==> src/rtl/bcfr_pkg.sv <==
// Types and constants shared by the boot command frame receiver.
package bcfr_pkg;

  typedef enum logic [2:0] {
    EV_DATA      = 3'd0,
    EV_ACCEPT    = 3'd1,
    EV_BADSUM    = 3'd2,
    EV_UNKNOWN   = 3'd3,
    EV_END       = 3'd4,
    EV_TIMEOUT   = 3'd5,
    EV_MALFORMED = 3'd6
  } event_t;

  localparam int unsigned CFG_IDX_W = 8;

  localparam logic [CFG_IDX_W-1:0] REG_START_CODE  = 8'd0;
  localparam logic [CFG_IDX_W-1:0] REG_END_CODE    = 8'd1;
  localparam logic [CFG_IDX_W-1:0] REG_NOISE_LIMIT = 8'd2;

  localparam logic [7:0] START_CODE_RST  = 8'h02;
  localparam logic [7:0] END_CODE_RST    = 8'h17;
  localparam logic [7:0] NOISE_LIMIT_RST = 8'hFF;

  // Command codes of the four known commands
  localparam logic [7:0] CMD_FLASH_ERASE   = 8'h55;
  localparam logic [7:0] CMD_FLASH_PROGRAM = 8'h66;
  localparam logic [7:0] CMD_EE_PROGRAM    = 8'h99;
  localparam logic [7:0] CMD_EE_ERASE      = 8'hAA;

  localparam logic [1:0] CLS_FLASH_ERASE   = 2'd0;
  localparam logic [1:0] CLS_FLASH_PROGRAM = 2'd1;
  localparam logic [1:0] CLS_EE_PROGRAM    = 2'd2;
  localparam logic [1:0] CLS_EE_ERASE      = 2'd3;

  // Frame position codes: 0 hunting, 1 length, 2 command, 3.. data
  localparam logic [7:0] POS_HUNT    = 8'd0;
  localparam logic [7:0] POS_LENGTH  = 8'd1;
  localparam logic [7:0] POS_COMMAND = 8'd2;
  localparam logic [7:0] POS_DATA0   = 8'd3;

  localparam logic [7:0] LEN_MIN     = 8'd2;
  localparam logic [7:0] LEN_BAD     = 8'hFF;

endpackage

==> src/rtl/bcfr_byte_if.sv <==
// Received byte channel.
interface bcfr_byte_if;
  logic       valid;
  logic       ready;
  logic [7:0] rx_byte;

  modport source (output valid, output rx_byte, input ready);
  modport sink   (input valid, input rx_byte, output ready);
endinterface

==> src/rtl/bcfr_event_if.sv <==
// Event channel carrying frame events and payload bytes.
interface bcfr_event_if;
  logic       valid;
  logic       ready;
  logic [2:0] event_res;
  logic [7:0] data_byte;
  logic [7:0] data_offset;
  logic [1:0] command_class;

  modport source (output valid, output event_res, output data_byte,
                  output data_offset, output command_class, input ready);
  modport sink   (input valid, input event_res, input data_byte,
                  input data_offset, input command_class, output ready);
endinterface

==> src/rtl/bcfr_cfg_if.sv <==
// Configuration write channel.
interface bcfr_cfg_if;
  logic                             valid;
  logic                             ready;
  logic [bcfr_pkg::CFG_IDX_W-1:0]   index;
  logic [7:0]                       data;

  modport source (output valid, output index, output data, input ready);
  modport sink   (input valid, input index, input data, output ready);
endinterface

==> src/rtl/boot_command_frame_receiver_unit.sv <==
// Boot command frame receiver: hunts framing bytes, deframes and checks frames.
//
// Channels: rx takes one received byte per word; res gives one event word
// (data byte with offset, frame verdict, end of session, timeout or
// malformed length); cfg writes start_code (index 0), end_code (index 1)
// and noise_limit (index 2), other indexes are ignored. cfg is always ready.
// Path: an accepted byte is held in the input register, its frame state
// update and event are computed there and land in the output register
// when the input register advances.
// Throughput: one byte per cycle while res does not stall, with the
// position, sum and noise counters updated for each accepted byte. Bytes
// that cause no event are absorbed without an output word.
// Reset: frame state and counters clear, framing codes return to 0x02 and
// 0x17, noise limit to 0xFF; no event is pending.
// Stall: while res is not ready and holds a word, the input register holds
// and rx drops ready once that register is full; nothing is lost.
module boot_command_frame_receiver_unit (
  input  logic            clk,
  input  logic            rst,
  bcfr_byte_if.sink       rx,
  bcfr_event_if.source    res,
  bcfr_cfg_if.sink        cfg
);

  logic [7:0] start_code;
  logic [7:0] end_code;
  logic [7:0] noise_limit;

  logic [7:0] position,     position_next;
  logic [7:0] frame_length, frame_length_next;
  logic [7:0] running_sum,  running_sum_next;
  logic [7:0] noise_count,  noise_count_next;
  logic [7:0] command_byte, command_byte_next;

  logic       in_valid;
  logic [7:0] in_byte;
  logic       advance;

  logic       emit;
  bcfr_pkg::event_t ev;
  logic [7:0] ev_byte;
  logic [7:0] ev_offset;
  logic [1:0] ev_class;

  logic       out_valid;
  bcfr_pkg::event_t out_event;
  logic [7:0] out_byte;
  logic [7:0] out_offset;
  logic [1:0] out_class;

  assign cfg.ready = 1'b1;

  always_ff @(posedge clk) begin
    if (rst) begin
      start_code  <= bcfr_pkg::START_CODE_RST;
      end_code    <= bcfr_pkg::END_CODE_RST;
      noise_limit <= bcfr_pkg::NOISE_LIMIT_RST;
    end else if (cfg.valid) begin
      unique case (cfg.index)
        bcfr_pkg::REG_START_CODE:  start_code  <= cfg.data;
        bcfr_pkg::REG_END_CODE:    end_code    <= cfg.data;
        bcfr_pkg::REG_NOISE_LIMIT: noise_limit <= cfg.data;
        default: ;
      endcase
    end
  end

  // Input register: move on when the output register is free or being drained
  assign advance  = in_valid && (!out_valid || res.ready);
  assign rx.ready = !in_valid || advance;

  always_ff @(posedge clk) begin
    if (rst) begin
      in_valid <= 1'b0;
    end else if (rx.ready) begin
      in_valid <= rx.valid;
    end
  end

  always_ff @(posedge clk) begin
    if (rx.valid && rx.ready) begin
      in_byte <= rx.rx_byte;
    end
  end

  always_comb begin
    position_next     = position;
    frame_length_next = frame_length;
    running_sum_next  = running_sum;
    noise_count_next  = noise_count;
    command_byte_next = command_byte;
    emit              = 1'b0;
    ev                = bcfr_pkg::EV_DATA;
    ev_byte           = 8'd0;
    ev_offset         = 8'd0;
    ev_class          = bcfr_pkg::CLS_FLASH_ERASE;

    if (position == bcfr_pkg::POS_HUNT) begin
      if (in_byte == start_code) begin
        noise_count_next = 8'd0;
        position_next    = bcfr_pkg::POS_LENGTH;
      end else if (in_byte == end_code) begin
        noise_count_next = 8'd0;
        emit             = 1'b1;
        ev               = bcfr_pkg::EV_END;
      end else if (noise_count < noise_limit) begin
        noise_count_next = noise_count + 8'd1;
      end else begin
        noise_count_next = 8'd0;
        emit             = 1'b1;
        ev               = bcfr_pkg::EV_TIMEOUT;
      end
    end else if (position == bcfr_pkg::POS_LENGTH) begin
      if (in_byte < bcfr_pkg::LEN_MIN || in_byte == bcfr_pkg::LEN_BAD) begin
        position_next = bcfr_pkg::POS_HUNT;
        emit          = 1'b1;
        ev            = bcfr_pkg::EV_MALFORMED;
      end else begin
        frame_length_next = in_byte;
        running_sum_next  = in_byte;
        position_next     = bcfr_pkg::POS_COMMAND;
      end
    end else if (position == bcfr_pkg::POS_COMMAND) begin
      command_byte_next = in_byte;
      running_sum_next  = running_sum + in_byte;
      position_next     = bcfr_pkg::POS_DATA0;
    end else if (position <= frame_length) begin
      running_sum_next = running_sum + in_byte;
      position_next    = position + 8'd1;
      emit             = 1'b1;
      ev               = bcfr_pkg::EV_DATA;
      ev_byte          = in_byte;
      ev_offset        = position - bcfr_pkg::POS_DATA0;
    end else begin
      // Checksum byte: one's complement of the sum closes the frame
      position_next = bcfr_pkg::POS_HUNT;
      emit          = 1'b1;
      if (~running_sum != in_byte) begin
        ev = bcfr_pkg::EV_BADSUM;
      end else begin
        ev = bcfr_pkg::EV_ACCEPT;
        case (command_byte)
          bcfr_pkg::CMD_FLASH_ERASE:   ev_class = bcfr_pkg::CLS_FLASH_ERASE;
          bcfr_pkg::CMD_FLASH_PROGRAM: ev_class = bcfr_pkg::CLS_FLASH_PROGRAM;
          bcfr_pkg::CMD_EE_PROGRAM:    ev_class = bcfr_pkg::CLS_EE_PROGRAM;
          bcfr_pkg::CMD_EE_ERASE:      ev_class = bcfr_pkg::CLS_EE_ERASE;
          default:                     ev       = bcfr_pkg::EV_UNKNOWN;
        endcase
      end
    end
  end

  always_ff @(posedge clk) begin
    if (rst) begin
      position     <= bcfr_pkg::POS_HUNT;
      frame_length <= 8'd0;
      running_sum  <= 8'd0;
      noise_count  <= 8'd0;
      command_byte <= 8'd0;
    end else if (advance) begin
      position     <= position_next;
      frame_length <= frame_length_next;
      running_sum  <= running_sum_next;
      noise_count  <= noise_count_next;
      command_byte <= command_byte_next;
    end
  end

  // Output register: load on advance, drop once taken
  always_ff @(posedge clk) begin
    if (rst) begin
      out_valid <= 1'b0;
    end else if (advance) begin
      out_valid <= emit;
    end else if (res.ready) begin
      out_valid <= 1'b0;
    end
  end

  always_ff @(posedge clk) begin
    if (advance && emit) begin
      out_event  <= ev;
      out_byte   <= ev_byte;
      out_offset <= ev_offset;
      out_class  <= ev_class;
    end
  end

  assign res.valid         = out_valid;
  assign res.event_res     = out_event;
  assign res.data_byte     = out_byte;
  assign res.data_offset   = out_offset;
  assign res.command_class = out_class;

endmodule
==> src/flat_wrapper.sv <==
// flat-port wrapper written by rule: the top's interface ports become plain ports
module boot_command_frame_receiver_unit_flat 
  (clk, rst, rx_valid, rx_rx_byte, rx_ready, res_valid, res_event_res, res_data_byte, res_data_offset, res_command_class, res_ready, cfg_valid, cfg_index, cfg_data, cfg_ready);
  bcfr_byte_if rx_i ();
  bcfr_event_if res_i ();
  bcfr_cfg_if cfg_i ();
  input  logic clk;
  input  logic rst;
  input wire logic [$bits(rx_i.valid)-1:0] rx_valid;
  input wire logic [$bits(rx_i.rx_byte)-1:0] rx_rx_byte;
  output wire logic [$bits(rx_i.ready)-1:0] rx_ready;
  output wire logic [$bits(res_i.valid)-1:0] res_valid;
  output wire logic [$bits(res_i.event_res)-1:0] res_event_res;
  output wire logic [$bits(res_i.data_byte)-1:0] res_data_byte;
  output wire logic [$bits(res_i.data_offset)-1:0] res_data_offset;
  output wire logic [$bits(res_i.command_class)-1:0] res_command_class;
  input wire logic [$bits(res_i.ready)-1:0] res_ready;
  input wire logic [$bits(cfg_i.valid)-1:0] cfg_valid;
  input wire logic [$bits(cfg_i.index)-1:0] cfg_index;
  input wire logic [$bits(cfg_i.data)-1:0] cfg_data;
  output wire logic [$bits(cfg_i.ready)-1:0] cfg_ready;
  assign rx_i.valid = rx_valid;
  assign rx_i.rx_byte = rx_rx_byte;
  assign rx_ready = rx_i.ready;
  assign res_valid = res_i.valid;
  assign res_event_res = res_i.event_res;
  assign res_data_byte = res_i.data_byte;
  assign res_data_offset = res_i.data_offset;
  assign res_command_class = res_i.command_class;
  assign res_i.ready = res_ready;
  assign cfg_i.valid = cfg_valid;
  assign cfg_i.index = cfg_index;
  assign cfg_i.data = cfg_data;
  assign cfg_ready = cfg_i.ready;
  boot_command_frame_receiver_unit u_core (.clk(clk), .rst(rst), .rx(rx_i), .res(res_i), .cfg(cfg_i));
endmodule
==> config.mk <==
export PLATFORM = sky130hd
export DESIGN_NAME = boot_command_frame_receiver_unit_flat
export DESIGN_NICKNAME = d
export VERILOG_FILES = /design/src/rtl/bcfr_pkg.sv /design/src/rtl/bcfr_byte_if.sv /design/src/rtl/bcfr_event_if.sv /design/src/rtl/bcfr_cfg_if.sv /design/src/rtl/boot_command_frame_receiver_unit.sv /design/src/flat_wrapper.sv
export SDC_FILE = /design/constraint.sdc
export NUM_CORES = 1
export LEC_CHECK = 0
export BUFFER_PORTS_ARGS = -buffer_cell sky130_fd_sc_hd__clkbuf_2
export CORE_MARGIN = 3
export CORE_UTILIZATION = 50
export DETAILED_ROUTE_END_ITERATION = 10
export HOLD_SLACK_MARGIN = 0.15
export PLACE_DENSITY_LB_ADDON = 0.15
export SYNTH_ARGS = -nofsm -noshare
export SYNTH_HDL_FRONTEND = slang
export SYNTH_SLANG_ARGS = --single-unit
==> constraint.sdc <==
create_clock -name clk -period 3.5 [get_ports clk]
set_input_delay 0.175 -clock clk [delete_from_list [all_inputs] [get_ports clk]]
set_output_delay 0.175 -clock clk [all_outputs]
set_load 0.005 [all_outputs]
==> reports/results.tsv, run 1 <==
stage	metric	value	unit
setup_path	crit_buf_inv	1	
run_status	status	complete, no violations	
placed_design	place_hpwl	8210	microns
yosys	postSynthAreaPerCell	9.43	sq um
clock_network	ctsResizeCount	0	
clock_network	cts_sinks	95	
clock_network	cts_root_buf	clkbuf_8	
sta	fmax	369	MHz
finish	n_antenna_cell	0	
detailed_routing	vias_per_cell	5.47	
floorplanning	fp.dieW	107	microns
floorplanning	start_util	51.8	%
placed_design	pre_cts_ws	0.793	ns
detailed_routing	detail_route.wl_per_cell	15.5	microns
setup_path	path_cells	or4_4, or4b_2, nor2_1, nand2b_1, a21oi_2, buf_4	
detailed_routing	ant_nets	0	
floorplanning	core_area	9820	sq um
power_and_ir_drop	power_per_cell_area	344	nW/um^2
setup_path	reg2reg_setup_slack	0.79	ns
detailed_routing	drtIter0Drc	156	
min_path	hold_class	in2reg	
yosys	synthArstFlopShare	0	%
finish	fillers	898	
sta	max_slew.worst_pin.slew	0.788	ns
global_routing	track_usage	21.0	%
placed_design	gp_congestion	0.867	
clock_network	clk_pin_slew_worst_paths	0.09	ns
sta	fin_crit_sh	77.5	%
sta	rsz0062_at_grt	no	
yosys	synth_fp_nets	596	
clock_network	cts_tree	yes	
setup_path	crit_path_end_kind	register	
setup_path	critPathLaunchType	register	
yosys	synth_top_area_cell	dfxtp_1	
clock_network	worstSkewPairLatency	0.37	ns
sta	period_needed	2.71	ns
clock_network	cts_buffers	9	
floorplanning	die_h	107	microns
setup_path	critPathTopFamily	simple AND/OR/NAND/NOR gates	
finish	nNetsFinal	653	
setup_path	crit_type	reg2reg	
power_and_ir_drop	irDropWorstVdd	0.271	mV
sta	setup_ws	0.789	ns
yosys	synthesis.area	5080	sq um
setup_path	cp_max_fo	21	
global_routing	antenna_found_initial	0	
sta	finalSetupTns	0	ns
finish	final_common_cell	dfxtp_1	
run	maxCapViolations	0	
floorplanning	io_pins	53	
floorplanning	row_count	36	
detailed_routing	wirelength	11400	microns
global_routing	overflow	0	
yosys	synth_top_area_share	26.0	%
sta	drv_slew	0	
setup_path	crit_slowest_cell	or4b_2	
detailed_routing	route.detailed.drc	0	
detailed_routing	drtPass1Iterations	4	
global_routing	grt_max_degree	44	
yosys	synth_area_leaders	dfxtp_1 26%, edfxtp_1 17%, ha_1 6.6%, mux2i_1 6.5%, nand2_1 4.7%	
yosys	syn_inst	539	
finish	layout-drive-gt1-share	15.5	%
power_and_ir_drop	leakagePower	2.40	nW
global_routing	grt_pass1_wl	18700	microns
sta	fin_skew	0.00912	ns
yosys	ys_ff_latch	95	
global_routing	first_global_vias	3887	
setup_path	critical_path_arrival	2.76	ns
yosys	synth_flop_cell	dfxtp_1	
yosys	synth-edff-count	29	
sta	relSlewSlack	47.2	%
setup_path	slowest_delay	0.69	ns
placed_design	portBuffers	51	
yosys	yosys_warnings	0	
sta	final_hold_viol_count	0	
sta	finalSetupViolCount	0	
setup_path	required	3.55	ns
yosys	ys_seq_area_share	43.1	%
clock_network	cts_max_path_buffers	2	
sta	whs	0.182	ns
finish	final_cell_mix	66 x dfxtp_1, 64 x nand2_1, 51 x clkbuf_2, 50 x nor2_1, 33 x mux2i_1	
yosys	synth_cell_type_count	64	
finish	area_growth	13.8	%
clock_network	cts_htree_levels	3	
detailed_routing	vias	4015	
clock_network	postCtsSetupRepairBufs	0	
floorplanning	fp.dieArea	11400	sq um
[routing by layer]
metal | GRT usage (%) | vias up | part of all wire, %
met2 | 36.4 | 91 | 49
met4 | 7.76 | 0 | 1.9
met5 | 0 | - | 0
li1 | - | 2015 | -
met1 | 26.2 | 1894 | 45
met3 | 3.43 | 15 | 3.9
[timing repair]
item / in CTS / in global routing
hold buffers: 17 / 0
setup endpoints to repair: 0 / 0
endpoints found under the hold margin: 33 / 0
[cell usage after synthesis (all sizes together) (3+ instances only)]
master,number
buf,9
nand2,64
nor2,51
inv,24
o211ai,4
or4,4
nand4,10
a21oi,31
clkbuf,19
a21o,4
xnor2,27
a31oi,4
ha,27
a211oi,11
or3,3
and2,13
and3,6
nor3,9
nand2b,5
nor4,4
nand3,14
o21ai,19
mux2i,33
edfxtp,29
nor2b,8
dfxtp,66
xor2,3
o21a,4
[power by group]
group | switching, mW | internal, mW | total [mW]
registers | 0.0185 | 1.14 | 1.16
logic | 0.0516 | 0.0478 | 0.0994
clock network | 0.388 | 0.351 | 0.738
[cell families (layout without fill, tap and decap cells)]
family / after synthesis / count (layout) / synth area share [%]
AOI/OAI and AO/OA: 93 / 93 / 12.4
buffers and inverters: 52 / 114 / 4.46
other: 1 / 1 / 0.0738
adders and majority gates: 28 / 28 / 7.04
xor gates and xnor gates: 30 / 30 / 5.17
muxes: 33 / 33 / 6.50
DFF: 95 / 95 / 43.1
and+or+nand+nor: 207 / 207 / 21.3
[worst register-to-register path, delay by kind of cell (launching register included)]
family | cells | cell delay, ns
simple gates | 4 | 1.58
flops | 1 | 0.39
buf+inv | 1 | 0.28
compound gates | 1 | 0.13
[layout make-up]
cell class / instances / area [sq um] / share of cell area, %
multi-input combinational: 392 / 2670 / 46.1
inverter: 24 / 90.1 / 1.56
clock inverter: 5 / 57.6 / 0.995
tap: 133 / 166 / 2.88
sequential: 95 / 2190 / 37.9
clock buffer: 11 / 141 / 2.44
timing repair buffer: 74 / 470 / 8.13
[metrics by stage]
step	utilization [%]	power, mW	instance area [sq um]	instances
finish	58.9	1.99	5790	734
floorplan	-	1.23	5080	539
CTS	58.9	2.01	5790	734
detailed placement	55.2	1.26	5420	701
global route	58.9	2.07	5790	734
global placement	55.2	1.26	5420	701
[final timing paths]
kind                                       start                                       to  cells after the start
max              u_core.position[2]$_SDFFE_PP0P_  u_core.res.data_offset[3]$_SDFFCE_PP0P_                      6
min                                    res_ready             u_core.in_valid$_SDFFE_PP0N_                      4
max reg2reg      u_core.position[2]$_SDFFE_PP0P_  u_core.res.data_offset[3]$_SDFFCE_PP0P_                      6
min reg2reg  u_core.command_byte[1]$_SDFFE_PP0P_      u_core.command_byte[1]$_SDFFE_PP0P_                      2
Note: power is estimated with default switching activity, not from simulation.
==> inputs of run 2 (changes only) <==
Settings changed: ABC_AREA set to 1.
Clock period 3.5 ns to 2.3 ns, I/O delays scaled along.
==> run 2 against run 1 <==
  * Largest cell class unchanged
  * Critical endpoint is now u_core.res.command_class[1]$_SDFFCE_PP0P_
  * Worst setup slack got worse by 0.61 ns
  * First-iteration DRC count up 54%
  * Cell count is 22% higher
==> reports/results.tsv, run 2 <==
stage	metric	value	unit	change
placed_design	dp_cells	859		+23%
global_routing	grt_pass1_wl	19700	microns	+5.2%
sta	fin_crit_sh	92.2	%	+15 points
setup_path	crit_start	u_core.in_byte[5]$_DFFE_PP_		
yosys	syn_inst	680		+26%
clock_network	clk_pin_slew_worst_paths	0.09	ns	about the same
yosys	synth_fp_nets	737		+24%
yosys	ys_ff_latch	95		unchanged
clock_network	cts_tree	yes		
clock_network	cts_max_path_buffers	2		unchanged
yosys	synth-edff-count	29		unchanged
setup_path	slowest_delay	0.55	ns	-0.14 ns
placed_design	place_hpwl	9000	microns	+9.6%
sta	period_needed	2.12	ns	-0.591 ns
finish	layout-drive-gt1-share	16.2	%	+0.76 points
sta	whs	0.163	ns	-0.0189 ns
yosys	synthArstFlopShare	0	%	unchanged
sta	final_hold_viol_count	0		unchanged
power_and_ir_drop	power_per_cell_area	510	nW/um^2	+48%
clock_network	cts_buffers	9		unchanged
power_and_ir_drop	leakagePower	2.90	nW	+21%
setup_path	crit_path_end_kind	register		
clock_network	cts_sinks	95		unchanged
clock_network	cts_htree_levels	3		unchanged
setup_path	cp_max_fo	7		-67%
yosys	synth_area_leaders	dfxtp_1 25%, edfxtp_1 17%, nand2_1 12%, ha_1 6.5%, inv_1 5.8%		
run	maxCapViolations	0		unchanged
setup_path	crit_type	reg2reg		
floorplanning	fp.dieArea	11700	sq um	+2.6%
global_routing	antenna_found_initial	0		unchanged
yosys	synth_common_cells	169 x nand2_1, 81 x inv_1, 75 x nor2_1		
floorplanning	fp.dieW	108	microns	+1.3%
finish	final_cells	897		+22%
global_routing	overflow	0		unchanged
global_routing	grt_max_degree	29		-34%
sta	drv_slew	0		unchanged
detailed_routing	drtPass1Iterations	5		+1
min_path	hold_class	in2reg		
detailed_routing	vias_per_cell	4.97		-9.1%
min_path	hold_start	res_ready		
detailed_routing	drtIter0Drc	241		+54%
floorplanning	row_count	36		unchanged
sta	rsz0062_at_grt	no		
setup_path	critPathLaunchType	register		
clock_network	worstSkewPairLatency	0.37	ns	about the same
setup_path	required	2.45	ns	-1.10 ns
floorplanning	start_util	52.5	%	+0.73 points
detailed_routing	route.detailed.drc	0		unchanged
sta	fmax	472	MHz	+28%
floorplanning	core_area	9950	sq um	+1.4%
yosys	synth_top_area_cell	dfxtp_1		
yosys	synth_cell_type_count	44		-31%
sta	fin_skew	0.00775	ns	-0.00137 ns
global_routing	track_usage	21.5	%	+0.51 points
setup_path	cpMostUsedCell	nand2_1		
setup_path	critical_path_arrival	2.27	ns	-0.49 ns
run_status	status	complete, no violations		
yosys	synth_flop_cell	dfxtp_1		
detailed_routing	wirelength	11900	microns	+4.1%
yosys	postSynthAreaPerCell	7.68	sq um	-19%
finish	final_common_cell	nand2_1		
finish	area_growth	16.1	%	
finish	n_antenna_cell	0		unchanged
setup_path	reg2reg_setup_slack	0.18	ns	-0.61 ns
setup_path	reg2reg_from	u_core.in_byte[5]$_DFFE_PP_		
finish	nNetsFinal	816		+25%
placed_design	portBuffers	51		unchanged
detailed_routing	detail_route.wl_per_cell	13.2	microns	-15%
yosys	ys_seq_area_share	42.0	%	-1.2 points
placed_design	gp_congestion	0.892		+2.9%
floorplanning	io_pins	53		unchanged
yosys	yosys_warnings	0		unchanged
yosys	yosys.cell_count.top_type	nand2_1		
floorplanning	die_h	108	microns	+1.3%
yosys	synth_top_area_share	25.3	%	-0.71 points
setup_path	crit_slowest_cell	edfxtp_1		
setup_path	path_cells	ha_1, nand2_1, inv_1, nand2_1, nor3_2, nand2_1, nor4_1		
setup_path	critPathTopFamily	simple AND/OR/NAND/NOR gates		
finish	final_cell_mix	168 x nand2_1, 80 x inv_1, 75 x nor2_1, 66 x dfxtp_1, 51 x clkbuf_2		
sta	finalSetupTns	0	ns	unchanged
setup_path	crit_buf_inv	1		unchanged
detailed_routing	vias	4460		+11%
detailed_routing	ant_nets	0		unchanged
clock_network	cts_root_buf	clkbuf_8		
power_and_ir_drop	irDropWorstVdd	0.353	mV	+30%
global_routing	first_global_vias	4169		+7.3%
sta	finalSetupViolCount	0		unchanged
yosys	synthesis.area	5230	sq um	+2.8%
==> run 2: changes by cell type in the layout (fill, tap and decap cells not counted), sizes merged, moves of 20 or more <==
cell,delta
a21oi,+23
inv,+64
mux2i,-33
nand2,+112
nor2,+35
o21ai,+20
==> run 2: worst min-delay path, stage by stage <==
cell      delay [ns]
clkbuf_2        0.08
inv_1           0.08
nand2_1         0.07
nand3_1         0.07
nand2_1         0.06
inv_1           0.03
==> run 2: layout make-up <==
| type | count | area (sq um) |
|---|---|---|
| Inverter | 88 | 333 |
| Tap cell | 133 | 166 |
| Clock buffer | 11 | 141 |
| Clock inverter | 5 | 56.3 |
| Fill cell | 893 | 3890 |
| Multi-Input combinational cell | 476 | 2590 |
| Sequential cell | 95 | 2190 |
| Timing Repair Buffer | 89 | 592 |
==> run 2: cells by family (layout without fill, tap and decap cells) <==
| kind of cell | Yosys count | count (layout) | share of synthesized area, % |
|---|---|---|---|
| XOR/XNOR | 17 | 17 | 2.85 |
| AND/OR/NAND/NOR | 313 | 313 | 26.4 |
| flip-flops | 95 | 95 | 42.0 |
| adder cells (fa/ha/maj) | 28 | 28 | 6.85 |
| buffers and inverters | 109 | 193 | 8.67 |
| other | 1 | 1 | 0.0718 |
| AO/OA/AOI/OAI | 117 | 117 | 13.2 |
==> run 2: per-layer routing <==
| layer | wire, microns | vias to the layer above | track usage [%] | share of wire, % |
|---|---|---|---|---|
| met5 | 0 | - | 0 | 0 |
| met4 | 143 | 0 | 5.59 | 1.2 |
| met3 | 647 | 13 | 4.00 | 5.4 |
| met2 | 5290 | 99 | 34.4 | 45 |
| met1 | 5790 | 1991 | 30.0 | 49 |
| li1 | - | 2357 | - | - |
==> run 2: where the power goes <==
group / total, mW / switching, mW / internal (mW)
Combinational: 0.212 / 0.122 / 0.0892
Sequential: 1.76 / 0.0234 / 1.73
Clock: 1.13 / 0.595 / 0.533
==> run 2: worst paths after layout <==
kind                                                                  end  cells past startpoint
worst min register to register        u_core.frame_length[2]$_SDFFE_PP0P_                      2
worst min-delay path                        u_core.res.valid$_SDFFE_PP0P_                      6
worst max-delay path            u_core.res.command_class[1]$_SDFFCE_PP0P_                      7
worst max register to register  u_core.res.command_class[1]$_SDFFCE_PP0P_                      7
==> run 2: repair_timing <==
item | CTS | global route
hold endpoints to repair | 33 | 0
setup buffers | 0 | 3
endpoints found under the setup margin | 0 | 24
resized for setup | 0 | 4
hold buffers | 19 | 0
==> run 2: through the flow <==
| stage | setup WS (ns) | util [%] | cell area, sq um | total power, mW |
|---|---|---|---|---|
| final | 0.180 | 61.0 | 6070 | 3.10 |
| after global routing | 0.0124 | 61.0 | 6070 | 3.21 |
| after CTS | 0.0633 | 60.6 | 6030 | 3.12 |
| after detailed placement | 0.0998 | 56.7 | 5650 | 1.98 |
| after global placement | 0.0988 | 56.7 | 5650 | 1.98 |
| after floorplan | 0.178 | - | 5230 | 1.90 |
==> inputs of run 3 (changes only) <==
Settings changed: REMOVE_ABC_BUFFERS set to 1.
==> run 3 against run 2 <==
  * Non-clock buffer count increased by 1
  * Clock power decreased by 4%
  * Register-to-register slack about the same
  * Count of clock-buffer cells in the layout decreased by 1
  * Global-route usage increased by 1.4 points
  * Die area unchanged
  * Worst hold slack improved by 0.053 ns
  * Via count increased by 2.2%
  * Sequential power about the same
  * Combinational power increased by 5%
  * First-iteration DRC count decreased by 15%
  * Worst setup slack improved by 0.013 ns
  * Critical path type unchanged
  * Highest routed layer unchanged
==> reports/results.tsv, run 3 (synthesis gave the netlist of run 2 again) <==
stage	metric	value	unit	change
run_status	status	complete, no violations		
finish	area_growth	16.5	%	
detailed_routing	drtPass1Iterations	4		-1
detailed_routing	vias	4560		+2.2%
setup_path	reg2reg_from	u_core.in_byte[2]$_DFFE_PP_		
finish	n_antenna_cell	0		unchanged
floorplanning	start_util	52.5	%	unchanged
detailed_routing	wirelength	12500	microns	+4.9%
finish	post-route-util	61.1	%	+0.16 points
floorplanning	row_count	36		unchanged
clock_network	clk_pin_slew_worst_paths	0.10	ns	about the same
setup_path	crit_type	reg2reg		
setup_path	crit_path_end_kind	register		
finish	fillers	927		+3.8%
clock_network	cts_buffers	9		unchanged
setup_path	endpoint	u_core.res.command_class[1]$_SDFFCE_PP0P_		
run	maxCapViolations	0		unchanged
floorplanning	fp.dieW	108	microns	unchanged
sta	finalSetupViolCount	0		unchanged
clock_network	cts_sinks	95		unchanged
floorplanning	core_area	9950	sq um	unchanged
sta	fmax	475	MHz	+0.62%
clock_network	worstSkewPairLatency	0.38	ns	about the same
power_and_ir_drop	leakagePower	2.91	nW	+0.20%
setup_path	r2r_cells	7		unchanged
global_routing	grt_pass1_wl	20700	microns	+5.2%
sta	period_needed	2.11	ns	-0.0131 ns
finish	layout-drive-gt1-share	15.7	%	-0.54 points
sta	fin_crit_sh	91.6	%	-0.57 points
sta	drv_slew	0		unchanged
power_and_ir_drop	p_int	2.30	mW	-2.5%
floorplanning	fp.dieArea	11700	sq um	unchanged
power_and_ir_drop	p_switching	0.759	mW	+2.4%
finish	final_cell_mix	169 x nand2_1, 81 x inv_1, 75 x nor2_1, 66 x dfxtp_1, 51 x clkbuf_2		
power_and_ir_drop	power	3.06	mW	-1.3%
detailed_routing	detail_route.wl_per_cell	13.9	microns	+4.8%
sta	fin_skew	0.0150	ns	+0.00727 ns
detailed_routing	vias_per_cell	5.08		+2.1%
global_routing	first_global_vias	4298		+3.1%
placed_design	portBuffers	51		unchanged
global_routing	grt_max_degree	40		+38%
clock_network	cts_tree	yes		
detailed_routing	route.detailed.drc	0		unchanged
power_and_ir_drop	power_per_cell_area	502	nW/um^2	-1.6%
power_and_ir_drop	clkPwrFrac	35.4	%	-1.1 points
sta	rsz0062_at_grt	no		
clock_network	cts_max_path_buffers	2		unchanged
power_and_ir_drop	irDropWorstVdd	0.583	mV	+65%
setup_path	critical_path_arrival	2.29	ns	+0.02 ns
setup_path	required	2.48	ns	+0.03 ns
power_and_ir_drop	p_sw_share	24.8	%	+0.90 points
detailed_routing	drtIter0Drc	204		-15%
detailed_routing	ant_nets	0		unchanged
setup_path	reg2reg_setup_slack	0.19	ns	about the same
floorplanning	die_h	108	microns	unchanged
min_path	hold_class	in2reg		
finish	finalInstanceArea	6080	sq um	+0.27%
setup_path	crit_start	u_core.in_byte[2]$_DFFE_PP_		
placed_design	place_hpwl	9300	microns	+3.3%
finish	final_common_cell	nand2_1		
global_routing	track_usage	22.9	%	+1.4 points
global_routing	antenna_found_initial	0		unchanged
finish	regArea	2190	sq um	unchanged
setup_path	critPathLaunchType	register		
finish	multiInputGateArea	2580	sq um	-0.29%
sta	finalSetupTns	0	ns	unchanged
power_and_ir_drop	pwr-share-seq	57.3	%	+0.6 points
sta	final_hold_viol_count	0		unchanged
setup_path	r2r-end	u_core.res.command_class[1]$_SDFFCE_PP0P_		
setup_path	cp_max_fo	7		unchanged
global_routing	overflow	0		unchanged
clock_network	ctsResizeCount	0		unchanged
floorplanning	io_pins	53		unchanged
power_and_ir_drop	pwr-share-comb	7.3	%	+0.5 points
placed_design	dpl_cell_area	5650	sq um	about the same
clock_network	cts_htree_levels	3		unchanged
placed_design	gp_congestion	0.945		+5.9%
clock_network	cts_root_buf	clkbuf_8		
finish	nNetsFinal	817		+0.12%
[run 3: cell count changes in the layout (fill, tap and decap cells not counted), sizes merged]
cell	change
dlygate4sd3	+3
clkbuf	-1
inv	+2
buf	-2
bufinv	-1
[run 3: per-layer routing]
layer / track usage [%] / wire length, microns / vias up
met3: 6.09 / 637 / 16
met1: 29.8 / 5770 / 2093
met4: 5.77 / 248 / 0
li1: - / - / 2365
met2: 37.9 / 5800 / 86
met5: 0 / 0 / -
[run 3: critical path, cell delays in order (launching register included)]
cell and delay, ns:
edfxtp_1 0.51, ha_1 0.41, nand2_1 0.07, inv_1 0.09, nand3_1 0.09, nor3_1 0.33, nand2_1 0.12, nor4_1 0.29
[run 3: final cells by class]
| cell class | count | area share (%) |
|---|---|---|
| timing repair buffer | 90 | 10.1 |
| inverter | 88 | 5.47 |
| tap | 133 | 2.73 |
| clock inverter | 6 | 0.802 |
| multi-input combinational | 476 | 42.4 |
| clock buffer | 10 | 2.45 |
| sequential | 95 | 36.0 |
[run 3: worst min path at each step]
stage / startpoint / end / slack (ns) / depth (start not counted)
5_1_grt: cfg_index[1] / u_core.start_code[1]$_SDFFE_PP1P_ / 0.23 / 4
6_report: cfg_index[1] / u_core.start_code[1]$_SDFFE_PP1P_ / 0.22 / 5
4_1_cts: cfg_index[1] / u_core.start_code[1]$_SDFFE_PP1P_ / 0.19 / 5
3_5_place_dp: rx_rx_byte[5] / u_core.in_byte[5]$_DFFE_PP_ / 0.29 / 1
3_3_place_gp: rx_rx_byte[5] / u_core.in_byte[5]$_DFFE_PP_ / 0.29 / 1
2_1_floorplan: rst / u_core.position[1]$_SDFFE_PP0P_ / 0.18 / 1
[run 3: what timing repair did]
action,4_1_cts,5_1_grt
hold endpoints to repair,42,0
hold buffers,22,0
setup buffers,0,2
setup endpoints to repair,0,29
[run 3: power groups by stage]
stage | combinational (mW) | clock [mW] | sequential (mW)
3_3_place_gp | 0.187 | 0 | 1.79
2_1_floorplan | 0.108 | 0 | 1.79
4_1_cts | 0.216 | 1.12 | 1.75
5_1_grt | 0.247 | 1.21 | 1.75
3_5_place_dp | 0.188 | 0 | 1.79
6_report | 0.222 | 1.08 | 1.75
[run 3: metrics by stage]
step                hold WS (ns)  setup slack, ns  std cells
floorplan                  0.177            0.132        659
detailed placement         0.294           0.0635        858
global route               0.232          0.00317        898
CTS                        0.190           0.0478        896
finish                     0.216            0.193        898
global placement           0.292           0.0745        858
